===== config.mk =====
export PLATFORM = sky130hd
export DESIGN_NAME = rgb_to_hsv_converter_core
export DESIGN_NICKNAME = d
export VERILOG_FILES = /design/src/rgbhsv_pkg.sv /design/src/rgb_to_hsv_converter_core.sv /design/src/rgbhsv_div.sv
export VERILOG_INCLUDE_DIRS = /design/src /design/src/src
export SDC_FILE = /design/constraint.sdc
export NUM_CORES = 1
export LEC_CHECK = 0
export BUFFER_PORTS_ARGS = -buffer_cell sky130_fd_sc_hd__buf_2
export CAP_MARGIN = 25
export CORE_UTILIZATION = 42
export CTS_BUF_LIST = sky130_fd_sc_hd__clkbuf_4
export DETAILED_ROUTE_END_ITERATION = 6
export MAX_ROUTING_LAYER = met4
export PLACE_DENSITY = 0.66
export REMOVE_ABC_BUFFERS = 1
export SYNTH_ARGS = -nofsm -noshare
export SYNTH_HDL_FRONTEND = slang
export SYNTH_SLANG_ARGS = --single-unit

===== constraint.sdc =====
create_clock -name i_clk -period 16.3 [get_ports i_clk]
set_input_delay 3.26 -clock i_clk [delete_from_list [all_inputs] [get_ports i_clk]]
set_output_delay 3.26 -clock i_clk [all_outputs]
set_load 0.005 [all_outputs]

===== src/rgb_to_hsv_converter_core_defines.svh =====
// Assertion macros for the RGB to HSV converter core.
`ifndef RGB_TO_HSV_CONVERTER_CORE_DEFINES_SVH
`define RGB_TO_HSV_CONVERTER_CORE_DEFINES_SVH

// Checks that an antecedent implies a consequent in the same cycle.
`define RGBHSV_ASSERT_IMPL(label, ante, cons) \
    label: assert property (@(posedge i_clk) disable iff (!i_rst_n) (ante) |-> (cons)) \
        else $error("rgbhsv: implication check failed");

// Checks that a transfer in comes out after the fixed pipeline latency.
`define RGBHSV_ASSERT_LAT(label, ante, cons, lat) \
    label: assert property (@(posedge i_clk) disable iff (!i_rst_n) (ante) |-> ##(lat) (cons)) \
        else $error("rgbhsv: latency check failed");

`endif


===== src/rgbhsv_pkg.sv =====
// Package with types and constants of the RGB to HSV converter core.
`default_nettype none

package rgbhsv_pkg;

    localparam int CH_W           = 8;
    localparam int HUE_W          = 16;
    localparam int SAT_W          = 16;
    localparam int QUOT_W         = 16;
    localparam int DEN_W          = 11;
    localparam int DIFF_W         = CH_W + 1;
    localparam int SUM_W          = DEN_W + 1;
    localparam int SNUM_W         = CH_W + QUOT_W;
    localparam int DIV_STAGES     = 4;
    localparam int BITS_PER_STAGE = QUOT_W / DIV_STAGES;
    localparam int LATENCY        = DIV_STAGES + 3;

    localparam logic [1:0] SEC_RED   = 2'd0;
    localparam logic [1:0] SEC_GREEN = 2'd1;
    localparam logic [1:0] SEC_BLUE  = 2'd2;

    typedef struct packed {
        logic [CH_W-1:0] red;
        logic [CH_W-1:0] green;
        logic [CH_W-1:0] blue;
    } t_rgb;

    typedef struct packed {
        logic [HUE_W-1:0] hue;
        logic [SAT_W-1:0] saturation;
        logic [CH_W-1:0]  value;
    } t_hsv;

endpackage

`default_nettype wire


===== src/rgb_to_hsv_converter_core.sv =====
// Top level of the pipelined RGB to HSV pixel converter.
//
//   Channel  | Handshake          | Payload
//   ---------+--------------------+----------------------------------
//   pixel in | start, busy        | i_pixel (red, green, blue)
//   result   | o_valid (strobe)   | o_result (hue, saturation, value)
//
// A pixel is accepted in every cycle that start is high; busy is always low.
// Each result passes from its transfer in through two stages for max,
// min, chroma, hue sector and divider operands, four divider stages of
// four quotient bits each, and one output stage.
// Synchronous reset clears only the valid bits; results are strobed and
// the receiver cannot stall, so nothing is held back.
`default_nettype none

module rgb_to_hsv_converter_core (
    input  wire logic              i_clk,
    input  wire logic              i_rst_n,
    input  wire logic              start,
    output logic                   busy,
    input  wire rgbhsv_pkg::t_rgb  i_pixel,
    output logic                   o_valid,
    output rgbhsv_pkg::t_hsv       o_result
);

    `include "rgb_to_hsv_converter_core_defines.svh"

    logic                            accept;
    logic [rgbhsv_pkg::CH_W-1:0]     n1_v;
    logic [rgbhsv_pkg::CH_W-1:0]     n1_min;
    logic [1:0]                      n1_sec;
    logic signed [rgbhsv_pkg::DIFF_W-1:0] n1_diff;

    logic                            r1_valid;
    logic [rgbhsv_pkg::CH_W-1:0]     r1_v;
    logic [rgbhsv_pkg::CH_W-1:0]     r1_c;
    logic [1:0]                      r1_sec;
    logic signed [rgbhsv_pkg::DIFF_W-1:0] r1_diff;

    logic signed [rgbhsv_pkg::SUM_W-1:0] n2_sum;
    logic [rgbhsv_pkg::SUM_W-1:0]    n2_offc;

    logic                            r2_valid;
    logic [rgbhsv_pkg::DEN_W-1:0]    r2_hmag;
    logic                            r2_hneg;
    logic [rgbhsv_pkg::DEN_W-1:0]    r2_hden;
    logic [rgbhsv_pkg::SNUM_W-1:0]   r2_snum;
    logic [rgbhsv_pkg::CH_W-1:0]     r2_v;
    logic                            r2_czero;
    logic                            r2_vzero;

    logic                            r_pvalid [rgbhsv_pkg::DIV_STAGES];
    logic                            r_pneg   [rgbhsv_pkg::DIV_STAGES];
    logic                            r_pczero [rgbhsv_pkg::DIV_STAGES];
    logic                            r_pvzero [rgbhsv_pkg::DIV_STAGES];
    logic [rgbhsv_pkg::CH_W-1:0]     r_pv     [rgbhsv_pkg::DIV_STAGES];

    logic [rgbhsv_pkg::QUOT_W-1:0]   hue_quot;
    logic [rgbhsv_pkg::QUOT_W-1:0]   sat_quot;
    rgbhsv_pkg::t_hsv                n_result;
    rgbhsv_pkg::t_hsv                r_result;
    logic                            r_valid;

    localparam int LAST = rgbhsv_pkg::DIV_STAGES - 1;

    assign busy   = 1'b0;
    assign accept = start && !busy;

    // Stage one: value, minimum and hue sector with blue over green over red.
    always_comb begin
        n1_v   = (i_pixel.red > i_pixel.green) ? i_pixel.red : i_pixel.green;
        n1_v   = (n1_v > i_pixel.blue) ? n1_v : i_pixel.blue;
        n1_min = (i_pixel.red < i_pixel.green) ? i_pixel.red : i_pixel.green;
        n1_min = (n1_min < i_pixel.blue) ? n1_min : i_pixel.blue;
        if (n1_v == i_pixel.blue) begin
            n1_sec  = rgbhsv_pkg::SEC_BLUE;
            n1_diff = $signed({1'b0, i_pixel.red}) - $signed({1'b0, i_pixel.green});
        end else if (n1_v == i_pixel.green) begin
            n1_sec  = rgbhsv_pkg::SEC_GREEN;
            n1_diff = $signed({1'b0, i_pixel.blue}) - $signed({1'b0, i_pixel.red});
        end else begin
            n1_sec  = rgbhsv_pkg::SEC_RED;
            n1_diff = $signed({1'b0, i_pixel.green}) - $signed({1'b0, i_pixel.blue});
        end
    end

    always_ff @(posedge i_clk) begin
        if (!i_rst_n) begin
            r1_valid <= 1'b0;
        end else begin
            r1_valid <= accept;
        end
        r1_v    <= n1_v;
        r1_c    <= n1_v - n1_min;
        r1_sec  <= n1_sec;
        r1_diff <= n1_diff;
    end

    // Stage two: signed hue numerator, hue divisor and saturation numerator.
    always_comb begin
        case (r1_sec)
            rgbhsv_pkg::SEC_BLUE:  n2_offc = {2'b00, r1_c, 2'b00};
            rgbhsv_pkg::SEC_GREEN: n2_offc = {3'b000, r1_c, 1'b0};
            default:               n2_offc = '0;
        endcase
        n2_sum = $signed(n2_offc) + rgbhsv_pkg::SUM_W'(r1_diff);
    end

    always_ff @(posedge i_clk) begin
        if (!i_rst_n) begin
            r2_valid <= 1'b0;
        end else begin
            r2_valid <= r1_valid;
        end
        r2_hneg  <= n2_sum[rgbhsv_pkg::SUM_W-1];
        r2_hmag  <= n2_sum[rgbhsv_pkg::SUM_W-1]
                    ? rgbhsv_pkg::DEN_W'(-n2_sum) : n2_sum[rgbhsv_pkg::DEN_W-1:0];
        r2_hden  <= {1'b0, r1_c, 2'b00} + {2'b00, r1_c, 1'b0};
        r2_snum  <= {r1_c, {rgbhsv_pkg::QUOT_W{1'b0}}}
                    - rgbhsv_pkg::SNUM_W'(r1_c);
        r2_v     <= r1_v;
        r2_czero <= (r1_c == '0);
        r2_vzero <= (r1_v == '0);
    end

    rgbhsv_div u_hue_div (
        .i_clk    (i_clk),
        .i_num_hi (r2_hmag),
        .i_num_lo ('0),
        .i_den    (r2_hden),
        .o_quot   (hue_quot)
    );

    rgbhsv_div u_sat_div (
        .i_clk    (i_clk),
        .i_num_hi (rgbhsv_pkg::DEN_W'(r2_snum[rgbhsv_pkg::SNUM_W-1:rgbhsv_pkg::QUOT_W])),
        .i_num_lo (r2_snum[rgbhsv_pkg::QUOT_W-1:0]),
        .i_den    (rgbhsv_pkg::DEN_W'(r2_v)),
        .o_quot   (sat_quot)
    );

    always_ff @(posedge i_clk) begin
        for (int s = 0; s < rgbhsv_pkg::DIV_STAGES; s++) begin
            if (!i_rst_n) begin
                r_pvalid[s] <= 1'b0;
            end else if (s == 0) begin
                r_pvalid[s] <= r2_valid;
            end else begin
                r_pvalid[s] <= r_pvalid[s-1];
            end
            if (s == 0) begin
                r_pneg[s]   <= r2_hneg;
                r_pczero[s] <= r2_czero;
                r_pvzero[s] <= r2_vzero;
                r_pv[s]     <= r2_v;
            end else begin
                r_pneg[s]   <= r_pneg[s-1];
                r_pczero[s] <= r_pczero[s-1];
                r_pvzero[s] <= r_pvzero[s-1];
                r_pv[s]     <= r_pv[s-1];
            end
        end
    end

    // A negative hue wraps by one full turn, which is negation in 16 bits.
    always_comb begin
        if (r_pczero[LAST]) begin
            n_result.hue = '0;
        end else if (r_pneg[LAST]) begin
            n_result.hue = rgbhsv_pkg::HUE_W'(-hue_quot);
        end else begin
            n_result.hue = hue_quot;
        end
        n_result.saturation = r_pvzero[LAST] ? '0 : sat_quot;
        n_result.value      = r_pv[LAST];
    end

    always_ff @(posedge i_clk) begin
        if (!i_rst_n) begin
            r_valid <= 1'b0;
        end else begin
            r_valid <= r_pvalid[LAST];
        end
        r_result <= n_result;
    end

    assign o_valid  = r_valid;
    assign o_result = r_result;

    `RGBHSV_ASSERT_LAT(a_latency, start && !busy, o_valid, rgbhsv_pkg::LATENCY)
    `RGBHSV_ASSERT_IMPL(a_grey_hue, o_valid && o_result.saturation == '0, o_result.hue == '0)
    `RGBHSV_ASSERT_IMPL(a_black_sat, o_valid && o_result.value == '0, o_result.saturation == '0)

endmodule

`default_nettype wire


===== src/rgbhsv_div.sv =====
// Pipelined restoring divider giving a fixed number of quotient bits per stage.
`default_nettype none

module rgbhsv_div (
    input  wire logic                          i_clk,
    input  wire logic [rgbhsv_pkg::DEN_W-1:0]  i_num_hi,
    input  wire logic [rgbhsv_pkg::QUOT_W-1:0] i_num_lo,
    input  wire logic [rgbhsv_pkg::DEN_W-1:0]  i_den,
    output logic      [rgbhsv_pkg::QUOT_W-1:0] o_quot
);

    logic [rgbhsv_pkg::DEN_W-1:0]  r_rem  [rgbhsv_pkg::DIV_STAGES];
    logic [rgbhsv_pkg::QUOT_W-1:0] r_lo   [rgbhsv_pkg::DIV_STAGES];
    logic [rgbhsv_pkg::DEN_W-1:0]  r_den  [rgbhsv_pkg::DIV_STAGES];
    logic [rgbhsv_pkg::QUOT_W-1:0] r_quot [rgbhsv_pkg::DIV_STAGES];
    logic [rgbhsv_pkg::DEN_W-1:0]  n_rem  [rgbhsv_pkg::DIV_STAGES];
    logic [rgbhsv_pkg::QUOT_W-1:0] n_lo   [rgbhsv_pkg::DIV_STAGES];
    logic [rgbhsv_pkg::DEN_W-1:0]  n_den  [rgbhsv_pkg::DIV_STAGES];
    logic [rgbhsv_pkg::QUOT_W-1:0] n_quot [rgbhsv_pkg::DIV_STAGES];

    // The partial remainder stays below the divisor whenever i_num_hi starts
    // below it, so one extra bit holds the shifted trial value.
    always_comb begin
        logic [rgbhsv_pkg::DEN_W-1:0]  rem;
        logic [rgbhsv_pkg::QUOT_W-1:0] lo;
        logic [rgbhsv_pkg::DEN_W-1:0]  den;
        logic [rgbhsv_pkg::QUOT_W-1:0] quot;
        logic [rgbhsv_pkg::DEN_W:0]    trial;
        for (int s = 0; s < rgbhsv_pkg::DIV_STAGES; s++) begin
            if (s == 0) begin
                rem  = i_num_hi;
                lo   = i_num_lo;
                den  = i_den;
                quot = '0;
            end else begin
                rem  = r_rem[s-1];
                lo   = r_lo[s-1];
                den  = r_den[s-1];
                quot = r_quot[s-1];
            end
            for (int b = 0; b < rgbhsv_pkg::BITS_PER_STAGE; b++) begin
                trial = {rem, lo[rgbhsv_pkg::QUOT_W-1]};
                lo    = {lo[rgbhsv_pkg::QUOT_W-2:0], 1'b0};
                if (trial >= {1'b0, den}) begin
                    rem  = rgbhsv_pkg::DEN_W'(trial - {1'b0, den});
                    quot = {quot[rgbhsv_pkg::QUOT_W-2:0], 1'b1};
                end else begin
                    rem  = trial[rgbhsv_pkg::DEN_W-1:0];
                    quot = {quot[rgbhsv_pkg::QUOT_W-2:0], 1'b0};
                end
            end
            n_rem[s]  = rem;
            n_lo[s]   = lo;
            n_den[s]  = den;
            n_quot[s] = quot;
        end
    end

    always_ff @(posedge i_clk) begin
        for (int s = 0; s < rgbhsv_pkg::DIV_STAGES; s++) begin
            r_rem[s]  <= n_rem[s];
            r_lo[s]   <= n_lo[s];
            r_den[s]  <= n_den[s];
            r_quot[s] <= n_quot[s];
        end
    end

    assign o_quot = r_quot[rgbhsv_pkg::DIV_STAGES-1];

endmodule

`default_nettype wire

# Word-level counts from Yosys, hierarchy flattened
# Memories as Yosys holds them, arrays and structs flattened. A register that Yosys moved wholly into a read port is not among the register bits.
# Cells that the tools add are included.
[totals]
ff_bits = 102
latchBits = 0
ramBits = 448
romBits = 0
in_bits = 27
output_inout_bits = 42
wordCells = 195
memories = 13
[op_classes]
addsub = 41
multipliers = 0
n_div = 0
order_cmp = 36
n_eq_ne = 4
n_shift = 0
mux = 80
bitwise = 4
n_reduce_logical = 3
[memory_table]
columns = ["name", "depth", "width", "rd", "rd_clocked_by_memory_dff", "write_ports", "line", "text"]
rows = [
  ["u_hue_div.r_quot", 4, 16, 4, 0, 4, "rgbhsv_div.sv:15", "logic [rgbhsv_pkg::QUOT_W-1:0] r_quot [rgbhsv_pkg::DIV_STAGES];"],
  ["u_sat_div.r_quot", 4, 16, 4, 1, 4, "rgbhsv_div.sv:15", ""],
  ["u_hue_div.r_lo", 4, 12, 3, 0, 4, "rgbhsv_div.sv:13", "logic [rgbhsv_pkg::QUOT_W-1:0] r_lo [rgbhsv_pkg::DIV_STAGES];"],
  ["u_sat_div.r_lo", 4, 12, 3, 0, 4, "rgbhsv_div.sv:13", ""],
  ["u_hue_div.r_den", 4, 11, 3, 0, 4, "rgbhsv_div.sv:14", "logic [rgbhsv_pkg::DEN_W-1:0] r_den [rgbhsv_pkg::DIV_STAGES];"],
  ["u_hue_div.r_rem", 4, 11, 3, 0, 4, "rgbhsv_div.sv:12", "logic [rgbhsv_pkg::DEN_W-1:0] r_rem [rgbhsv_pkg::DIV_STAGES];"],
  ["+7 memories", "--", "--", "--", "--", "--", "--", ""],
]
[ops]
columns = ["cell", "n"]
rows = [
  ["$mux W11", 33],
  ["$ge A12 B11 Y1", 28],
  ["$sub A11 B11 Y11", 28],
  ["$mux W1", 39],
  ["$ge A12 B8 Y1", 3],
  ["$sub A11 B8 Y11", 3],
  ["$mux W8", 4],
  ["$sub A8 B8 Y9", 3],
  ["$sub A24 B8 Y24", 1],
  ["$pmux W10 S2", 1],
  ["$mux W9", 2],
  ["$eq A8 B8 Y1", 2],
  ["$gt A8 B8 Y1", 2],
  ["$logic_not A8 Y1", 2],
  ["$lt A8 B8 Y1", 2],
  ["$mux W16", 1],
  ["$neg A16 Y16", 1],
  ["$add A11 B9 Y12", 1],
  ["$add A10 B9 Y11", 1],
  ["$neg A11 Y11", 1],
  ["$sub A9 B8 Y10", 1],
  ["$ge A9 B8 Y1", 1],
  ["$sub A8 B8 Y8", 1],
  ["$or A1 B1 Y1", 4],
  ["3 further kinds", 3],
]

# Longest topological paths before layout
# Gate-level depths: netlist of run 1.
# An unclocked memory read counts as a cell.
[logic_depth]
depth_word = 9
ltp_mapped = 47

# By module
# Synthesis of run 1 repeated with hierarchy kept, for this count alone.
[unflattened]
cells_unflattened = 3630
area_unflattened_um2 = 31602.8
[modules_own_cells]
columns = ["mod", "instances", "cells_per_inst", "area_each_um2"]
rows = [
  ["rgbhsv_div (u_sat_div)", 1, 1422, 11893.9],
  ["rgbhsv_div (u_hue_div)", 1, 1430, 11877.6],
  ["rgb_to_hsv_converter_core", 1, 778, 7831.3],
]

# Worst setup path before layout of run 1
# Ideal clock, no wire load.
[synth_timing]
path_kind = "flip-flop to flip-flop"
startpoint = "memory u_sat_div.r_lo[0][1] (netlist name)"
endpoint = "memory u_hue_div.r_rem[1][10] (netlist name)"
setup_ps = 121
arrival_ps = 9024
slack_ps = 7156
stages_incl_launch_ff = 39
path_buffers = 2
period_less_slack_ps = 9144
path_cell_list = "dfxtp_1 inv_1 ha_1 nor2b_1 o2111ai_1 a31oi_2 a211oi_1 o211ai_2 clkbuf_1 mux2_2 ha_1 o21a_1 and3_1 a211oi_1 o21ai_0 a2111oi_4 inv_2 mux2_2 [3 not listed] o21ai_0 a211oi_1 a31oi_1 and2_1 mux2i_1 clkbuf_1 and2_1 ha_1 nor2b_1 o21ai_0 a21oi_1 o21ai_0 nand2b_1 a31oi_1 o21ai_0 a211oi_1 nand2_1 mux2_2"
[synth_lines]
columns = ["element", "line"]
rows = [
  ["from (decl)", "rgbhsv_div.sv:13"],
  ["to (decl)", "rgbhsv_div.sv:12"],
]

==> impl_metrics.env, run 1 <==
export IMPL_status="complete, no violations"
export IMPL_die_y_um=256
export IMPL_start_util_pct=42.7
export IMPL_cts_buffer_depth=3
export IMPL_syn_area_um2=27000
export IMPL_io_pin_count=69
export IMPL_post_cts_resized=0
export IMPL_dr_total_vias=21800
export IMPL_cpPeakStageDelay_ns=0.73
export IMPL_arrival_ns=11.31
export IMPL_grt_max_degree=19
export IMPL_h_tree_depth=3
export IMPL_utilization_pct=46.4
export IMPL_ys_async_sr_fraction_pct=0
export IMPL_dr_first_iter_drc_count=998
export IMPL_grt_pass1_vias=21300
export IMPL_path_class="register to register"
export IMPL_io_buffers=67
export IMPL_min_path_type="register to register"
export IMPL_remaining_drc_errors=0
export IMPL_wl_um=62300
export IMPL_reg2reg_setup_slack_ns=5.68
export IMPL_overflow=0
export IMPL_finalNetCount=3659
export IMPL_layout_min_cycle_time_ns=10.62
export IMPL_routedWlPerCell_um=15.0
export IMPL_slew_limit_headroom_pct=40.5
export IMPL_std_cell_rows=92
export IMPL_path_clk_slew_ns=0.08
export IMPL_cpMaxStageDelayCell="a211oi_1"
export IMPL_drive_gt1_share_pct=11.3
export IMPL_crit_start="u_sat_div.r_lo[0][1]$_DFF_P_"
export IMPL_synth_warnings=0
export IMPL_die_width_um=256
export IMPL_reg2reg_to="u_hue_div.r_rem[1][3]$_DFF_P_"
export IMPL_seq_area_frac_synth_pct=26.8
export IMPL_critPathLaunchType="register"
export IMPL_critPathMaxFanout=16
export IMPL_layout_area_overhead_vs_synth_pct=8.77
export IMPL_synth_seq_cells=362
export IMPL_grt_use_total_pct=19.4
export IMPL_clk_insertion_delay_late_ns=0.85
export IMPL_yosysUniqueCellTypes=89
export IMPL_r2r_start="u_sat_div.r_lo[0][1]$_DFF_P_"
export IMPL_timing_hold_ws_ns=0.274
export IMPL_setup_worst_path_end="u_hue_div.r_rem[1][3]$_DFF_P_"
export IMPL_clock_sinks=362
export IMPL_place_gp_congestion=0.929
export IMPL_worstRegToRegCells=38
export IMPL_slew_violations=0
export IMPL_antenna_found_initial=3
export IMPL_timing_worst_slew_pin_value_ns=0.887
export IMPL_die_area_um2=65300
export IMPL_cts_buffers=96
export IMPL_postSynthCellCount=3127
export IMPL_avgSynthCellArea_um2=8.64
export IMPL_ctsHoldBuffers=0
export IMPL_cts_root_buf="clkbuf_4"
export IMPL_endpoint_kind="register"
export IMPL_coreArea_um2=63300
export IMPL_cts_tree="built"
export IMPL_antenna_left=0
export IMPL_synth_top_cells_by_area="dfxtp_1 (27%), ha_1 (16%), xnor2_1 (5.5%), mux2_2 (5.0%), a21oi_1 (4.2%)"
export IMPL_finalCritPeriodShare_pct=65.1
export IMPL_setup_tns_ns=0
export IMPL_synth_flop_cell="dfxtp_1"
export IMPL_drt_pass1_iter_count=6
export IMPL_skew_ns=0.0746
export IMPL_hold_viol_final=0
export IMPL_vias_per_cell=5.25
export IMPL_cts_setup_buffers=0
export IMPL_grt_first_pass_wirelength_um=103000
export IMPL_maxCapViolations=0
export IMPL_setup_viol=0
export IMPL_grt_setup_unrepaired="false"
export IMPL_synth_largest_area_cell="dfxtp_1"
export IMPL_required_ns=16.99
export IMPL_synth_top_area_share_pct=26.8
export IMPL_fmax_ghz=0.0942
export IMPL_synth_edf_count=0
export IMPL_cp_common_cell="o21ai_0"
export IMPL_dp_hpwl_um=49500
## how the worst min path moves through the flow
stage / depth (start not counted) / to / slack [ns] / from
CTS: 0 / u_hue_div.r_den[1][4]$_DFF_P_ / 0.29 / u_hue_div.r_den[0][4]$_DFF_P_
global placement: 0 / u_sat_div.r_lo[2][11]$_DFF_P_ / 0.31 / u_sat_div.r_lo[1][7]$_DFF_P_
finish: 0 / u_hue_div.r_den[1][4]$_DFF_P_ / 0.27 / u_hue_div.r_den[0][4]$_DFF_P_
global route: 0 / u_hue_div.r_den[1][4]$_DFF_P_ / 0.28 / u_hue_div.r_den[0][4]$_DFF_P_
floorplan: 0 / o_result[0]$_DFF_P_ / 0.31 / r_pv[3][0]$_DFF_P_
detailed placement: 0 / u_hue_div.r_quot[3][10]$_DFF_P_ / 0.31 / u_hue_div.r_quot[2][6]$_DFF_P_
## logic make-up after synthesis
kind of cell,Yosys count,share of synthesized area (%)
AO/OA/AOI/OAI,785,18.6
multiplexers,181,7.27
adder cells (fa/ha/maj),382,18.4
other,1,0.0139
buffers and inverters,316,4.43
XOR/XNOR,271,8.79
AND/OR/NAND/NOR,829,15.6
flip-flops,362,26.8
## stage by stage
stage | instances | setup slack [ns] | area [µm²]
floorplan | 3079 | 6.79 | 26800
global route | 4156 | 4.68 | 29400
finish | 4157 | 5.68 | 29400
CTS | 4154 | 5.78 | 29400
global placement | 3998 | 6.07 | 28300
detailed placement | 3998 | 5.84 | 28300
## area by class of cell
cell class,instances,area [µm²]
clock buffers,127,953
fillers,6250,33900
inverters,268,1010
flip-flops and latches,362,7250
multi-input cells,2449,18600
diodes,3,7.51
clock inverters,29,154
well taps,846,1060
repair buffers,73,380
## metal layers
metal,global-route usage (%),vias up,part of all wire [%]
met1,24.9,9907,49
met2,31.0,417,45
li1,-,11400,-
met5,-,-,0
met3,2.73,92,3.9
met4,7.09,0,2.4
## state kept, by name, summed over array words and instances (netlist names), 8 cells and up
| register | count |
|---|---|
| o_result | 40 |
| u_hue_div.r_quot | 40 |
| u_sat_div.r_quot | 40 |
| u_sat_div.r_rem | 33 |
| u_hue_div.r_rem | 30 |
| u_hue_div.r_den | 24 |
| u_sat_div.r_lo | 24 |
| r2_snum | 23 |
| r_pv | 16 |
| u_sat_div.r_den | 16 |
| r2_hmag | 11 |
| r1_diff | 9 |
| r1_c | 8 |
| r1_v | 8 |
| r2_hden | 8 |
| r2_v | 8 |
## critical path, delay by kind of cell, from the launching register on
kind            cells  cell delay (ns)
compound gates     21             5.76
fa+ha+maj           4             1.26
buf+inv             2             0.38
flops               1             0.46
mux                 4             1.23
simple gates        7             1.39
## cell usage after synthesis (14+ instances only)
cell type and instances:
nor2b_1 89, o21ai_0 181, nand2b_1 57, mux2_2 120, o31ai_1 23, and3_1 24
a31oi_1 17, a21o_1 88, o21bai_1 21, xor2_1 100, nand2_1 180, nor3_1 53
fa_1 26, and2_1 27, ha_1 356, inv_1 261, nor2_1 226, a21boi_0 26
or2_2 16, mux2i_1 61, o21a_1 55, nand3_1 25, dfxtp_1 362, o211ai_1 14
xnor2_1 171, a21oi_1 225, a211oi_1 27, nand4_1 53, or3_1 15, clkbuf_1 40
## cells in the final DEF, fill, tap and decap left out, types with 15 or more instances in the layout
cell type    n
nor3_1      53
o21ai_0    181
clkinv_1    20
nand2_1    180
a21boi_0    26
buf_2       67
or3_1       15
xnor2_1    171
or2_2       16
nor2b_1     89
a21o_1      88
xor2_1     100
a31oi_1     17
dfxtp_1    362
o21bai_1    21
nand2b_1    57
and3_1      24
inv_1      261
ha_1       356
a211oi_1    27
o31ai_1     22
mux2i_1     61
fa_1        26
nand3_1     25
mux2_2     120
nand4_1     53
and2_1      27
o21a_1      55
nor2_1     226
clkbuf_4   127
a21oi_1    225
Power of run 1 is not shown: default switching activity piles up to over one toggle a cycle in this logic, so the estimate is an artifact.
==> inputs of run 2 (changes only) <==
--- a/config.mk
+++ b/config.mk
@@ -6,6 +6,7 @@
 export SDC_FILE = /design/constraint.sdc
 export NUM_CORES = 1
 export LEC_CHECK = 0
+export ABC_AREA = 1
 export BUFFER_PORTS_ARGS = -buffer_cell sky130_fd_sc_hd__buf_2
 export CAP_MARGIN = 25
 export CORE_UTILIZATION = 42
==> constraint.sdc (replaced) <==
create_clock -name i_clk -period 10.7 [get_ports i_clk]
set_input_delay 2.14 -clock i_clk [delete_from_list [all_inputs] [get_ports i_clk]]
set_output_delay 2.14 -clock i_clk [all_outputs]
set_load 0.005 [all_outputs]
==> run 2 against run 1 <==
Compared with the run above: routed wire length increased by 3.3%; maximum frequency increased by 20%; global-route usage increased by 0.62 points; die area increased by 2.0%; critical path depth increased by 7; first-iteration DRC count increased by 38%; area after synthesis increased by 2.0%; setup slack got worse by 3.8 ns; sequential cell count unchanged; clock skew decreased by 0.037 ns; register-to-register slack got worse by 3.8 ns; critical endpoint is now u_hue_div.r_rem[0][2]$_DFF_P_.
==> impl_metrics.env, run 2 <==
export IMPL_status="complete, no violations"
export IMPL_grt_setup_unrepaired="false"
export IMPL_hold_depth=0
export IMPL_start_util_pct=42.6
export IMPL_drt_pass1_iter_count=6
export IMPL_syn_area_um2=27500
export IMPL_path_clk_slew_ns=0.06
export IMPL_overflow=0
export IMPL_finalNetCount=4417
export IMPL_slew_violations=0
export IMPL_worstRegToRegCells=45
export IMPL_layout_min_cycle_time_ns=8.84
export IMPL_cpMaxStageDelayCell="mux2_2"
export IMPL_cpPeakStageDelay_ns=0.47
export IMPL_layout_common_cells="nand2_1 (894), inv_1 (528), dfxtp_1 (362), ha_1 (356), a21oi_1 (337)"
export IMPL_drive_gt1_share_pct=7.59
export IMPL_synth_largest_area_cell="dfxtp_1"
export IMPL_dr_first_iter_drc_count=1380
export IMPL_reg2reg_setup_slack_ns=1.86
export IMPL_skew_ns=0.0377
export IMPL_hold_viol_final=0
export IMPL_required_ns=11.39
export IMPL_slew_limit_headroom_pct=38.8
export IMPL_critPathLaunchType="register"
export IMPL_clk_insertion_delay_late_ns=0.84
export IMPL_die_y_um=258
export IMPL_dp_hpwl_um=52600
export IMPL_cts_root_buf="clkbuf_4"
export IMPL_setup_viol=0
export IMPL_clock_sinks=362
export IMPL_layout_area_overhead_vs_synth_pct=8.58
export IMPL_critPathMaxFanout=20
export IMPL_synth_most_common_cell="nand2_1"
export IMPL_grt_max_degree=21
export IMPL_reg2reg_to="u_hue_div.r_rem[0][2]$_DFF_P_"
export IMPL_routedWlPerCell_um=13.1
export IMPL_avgSynthCellArea_um2=7.08
export IMPL_dr_total_vias=24300
export IMPL_synth_warnings=0
export IMPL_mostFrequentLayoutCell="nand2_1"
export IMPL_remaining_drc_errors=0
export IMPL_grt_use_total_pct=20.0
export IMPL_synth_edf_count=0
export IMPL_grt_pass1_vias=22900
export IMPL_cts_setup_buffers=0
export IMPL_yosysUniqueCellTypes=59
export IMPL_r2r_start="r2_hden[3]$_DFF_P_"
export IMPL_min_from="u_sat_div.r_quot[0][1]$_DFF_P_"
export IMPL_postSynthCellCount=3891
export IMPL_cp_num_buf_inv=2
export IMPL_synth_flop_cell="dfxtp_1"
export IMPL_io_buffers=67
export IMPL_coreArea_um2=64600
export IMPL_post_cts_resized=0
export IMPL_maxCapViolations=0
export IMPL_cts_buffer_depth=3
export IMPL_grt_first_pass_wirelength_um=108000
export IMPL_place_gp_congestion=0.928
export IMPL_setup_tns_ns=0
export IMPL_arrival_ns=9.53
export IMPL_antenna_left=0
export IMPL_synth_seq_cells=362
export IMPL_vias_per_cell=4.93
export IMPL_wl_um=64300
export IMPL_cp_common_cell="nand2_1"
export IMPL_min_to="u_sat_div.r_quot[1][5]$_DFF_P_"
export IMPL_ys_async_sr_fraction_pct=0
export IMPL_io_pin_count=69
export IMPL_finalCritPeriodShare_pct=82.6
export IMPL_h_tree_depth=3
export IMPL_cts_buffers=94
export IMPL_min_path_type="register to register"
export IMPL_synth_commonest_cells="nand2_1 (894), inv_1 (528), dfxtp_1 (362)"
export IMPL_std_cell_rows=93
export IMPL_ctsHoldBuffers=0
export IMPL_synth_top_area_share_pct=26.3
export IMPL_cts_tree="built"
export IMPL_synth_top_cells_by_area="dfxtp_1 (26%), ha_1 (16%), nand2_1 (12%), inv_1 (7.2%), xor2_1 (6.3%)"
export IMPL_fmax_ghz=0.113
export IMPL_die_width_um=258
export IMPL_timing_worst_slew_pin_value_ns=0.911
export IMPL_path_class="register to register"
export IMPL_critical_path_top_delay_family="compound AO/OA/AOI/OAI gates"
export IMPL_die_area_um2=66600
export IMPL_endpoint_kind="register"
export IMPL_antenna_found_initial=1
export IMPL_seq_area_frac_synth_pct=26.3
==> run 2: changes by cell type in the layout (fill, tap and decap cells not counted), sizes merged, moves of 61 or more <==
| cell | previous run | this run |
|---|---|---|
| nor2b | 89 | 0 |
| nand3 | 26 | 213 |
| inv | 267 | 545 |
| o21ai | 187 | 255 |
| a21o | 88 | 11 |
| xnor2 | 171 | 64 |
| mux2i | 61 | 0 |
| xor2 | 100 | 199 |
| mux2 | 120 | 1 |
| a21oi | 226 | 341 |
| nand2 | 180 | 921 |
==> run 2: through the flow <==
step | utilization [%] | setup slack (ns) | instance area (µm²) | hold slack [ns] | cells
6_report | 46.3 | 1.86 | 29900 | 0.303 | 4926
5_1_grt | 46.3 | 0.870 | 29900 | 0.296 | 4926
4_1_cts | 46.3 | 1.89 | 29900 | 0.282 | 4925
3_5_place_dp | 44.5 | 1.93 | 28700 | 0.312 | 4767
3_3_place_gp | 44.5 | 2.23 | 28700 | 0.310 | 4767
2_1_floorplan | - | 3.42 | 27300 | 0.310 | 3844
==> run 2: cell type report <==
cell class | instances | area (µm²)
timing repair buffer | 68 | 343
clock inverter | 38 | 282
sequential | 362 | 7250
multi-input combinational | 2937 | 18000
fill | 6513 | 34700
clock buffer | 120 | 901
antenna | 1 | 2.50
inverter | 545 | 2050
tap | 855 | 1070
==> run 2: routing by layer <==
layer / vias up / global-route usage, % / share of wire [%]
met5: - / - / 0
met4: 0 / 6.79 / 2.3
met3: 93 / 2.92 / 4.5
met2: 445 / 31.7 / 44
met1: 10700 / 26.0 / 49
li1: 13000 / - / -
==> run 2: worst max path at each step <==
stage	end	cells past startpoint	slack [ns]	start
after floorplan	u_hue_div.r_rem[0][2]$_DFF_P_	45	3.42	r2_snum[1]$_DFF_P_
after global placement	u_hue_div.r_rem[0][2]$_DFF_P_	45	2.23	r2_hden[3]$_DFF_P_
after detailed placement	u_hue_div.r_rem[0][8]$_DFF_P_	45	1.93	r2_hden[3]$_DFF_P_
after CTS	u_hue_div.r_rem[0][2]$_DFF_P_	45	1.89	r2_hden[3]$_DFF_P_
after global routing	u_hue_div.r_rem[0][2]$_DFF_P_	44	0.87	r2_hden[3]$_DFF_P_
final	u_hue_div.r_rem[0][2]$_DFF_P_	45	1.86	r2_hden[3]$_DFF_P_
==> run 2: worst register-to-register path: cells and delay by family, from the launching register on <==
family          cells  cell delay, ns
compound gates     18            3.23
simple gates       20            2.89
flops               1            0.31
fa+ha+maj           4            1.39
buf+inv             2            0.41
mux                 1            0.48
==> run 2: cells by family after synthesis <==
| group | share of synthesized area (%) |
|---|---|
| buffers and inverters | 8.28 |
| other | 0.0136 |
| AND/OR/NAND/NOR | 24.6 |
| XOR/XNOR | 8.36 |
| multiplexers | 0.0409 |
| AO/OA/AOI/OAI | 14.3 |
| flip-flops | 26.3 |
| adder cells (fa/ha/maj) | 18.1 |
Power of run 2 is left out for the same reason.
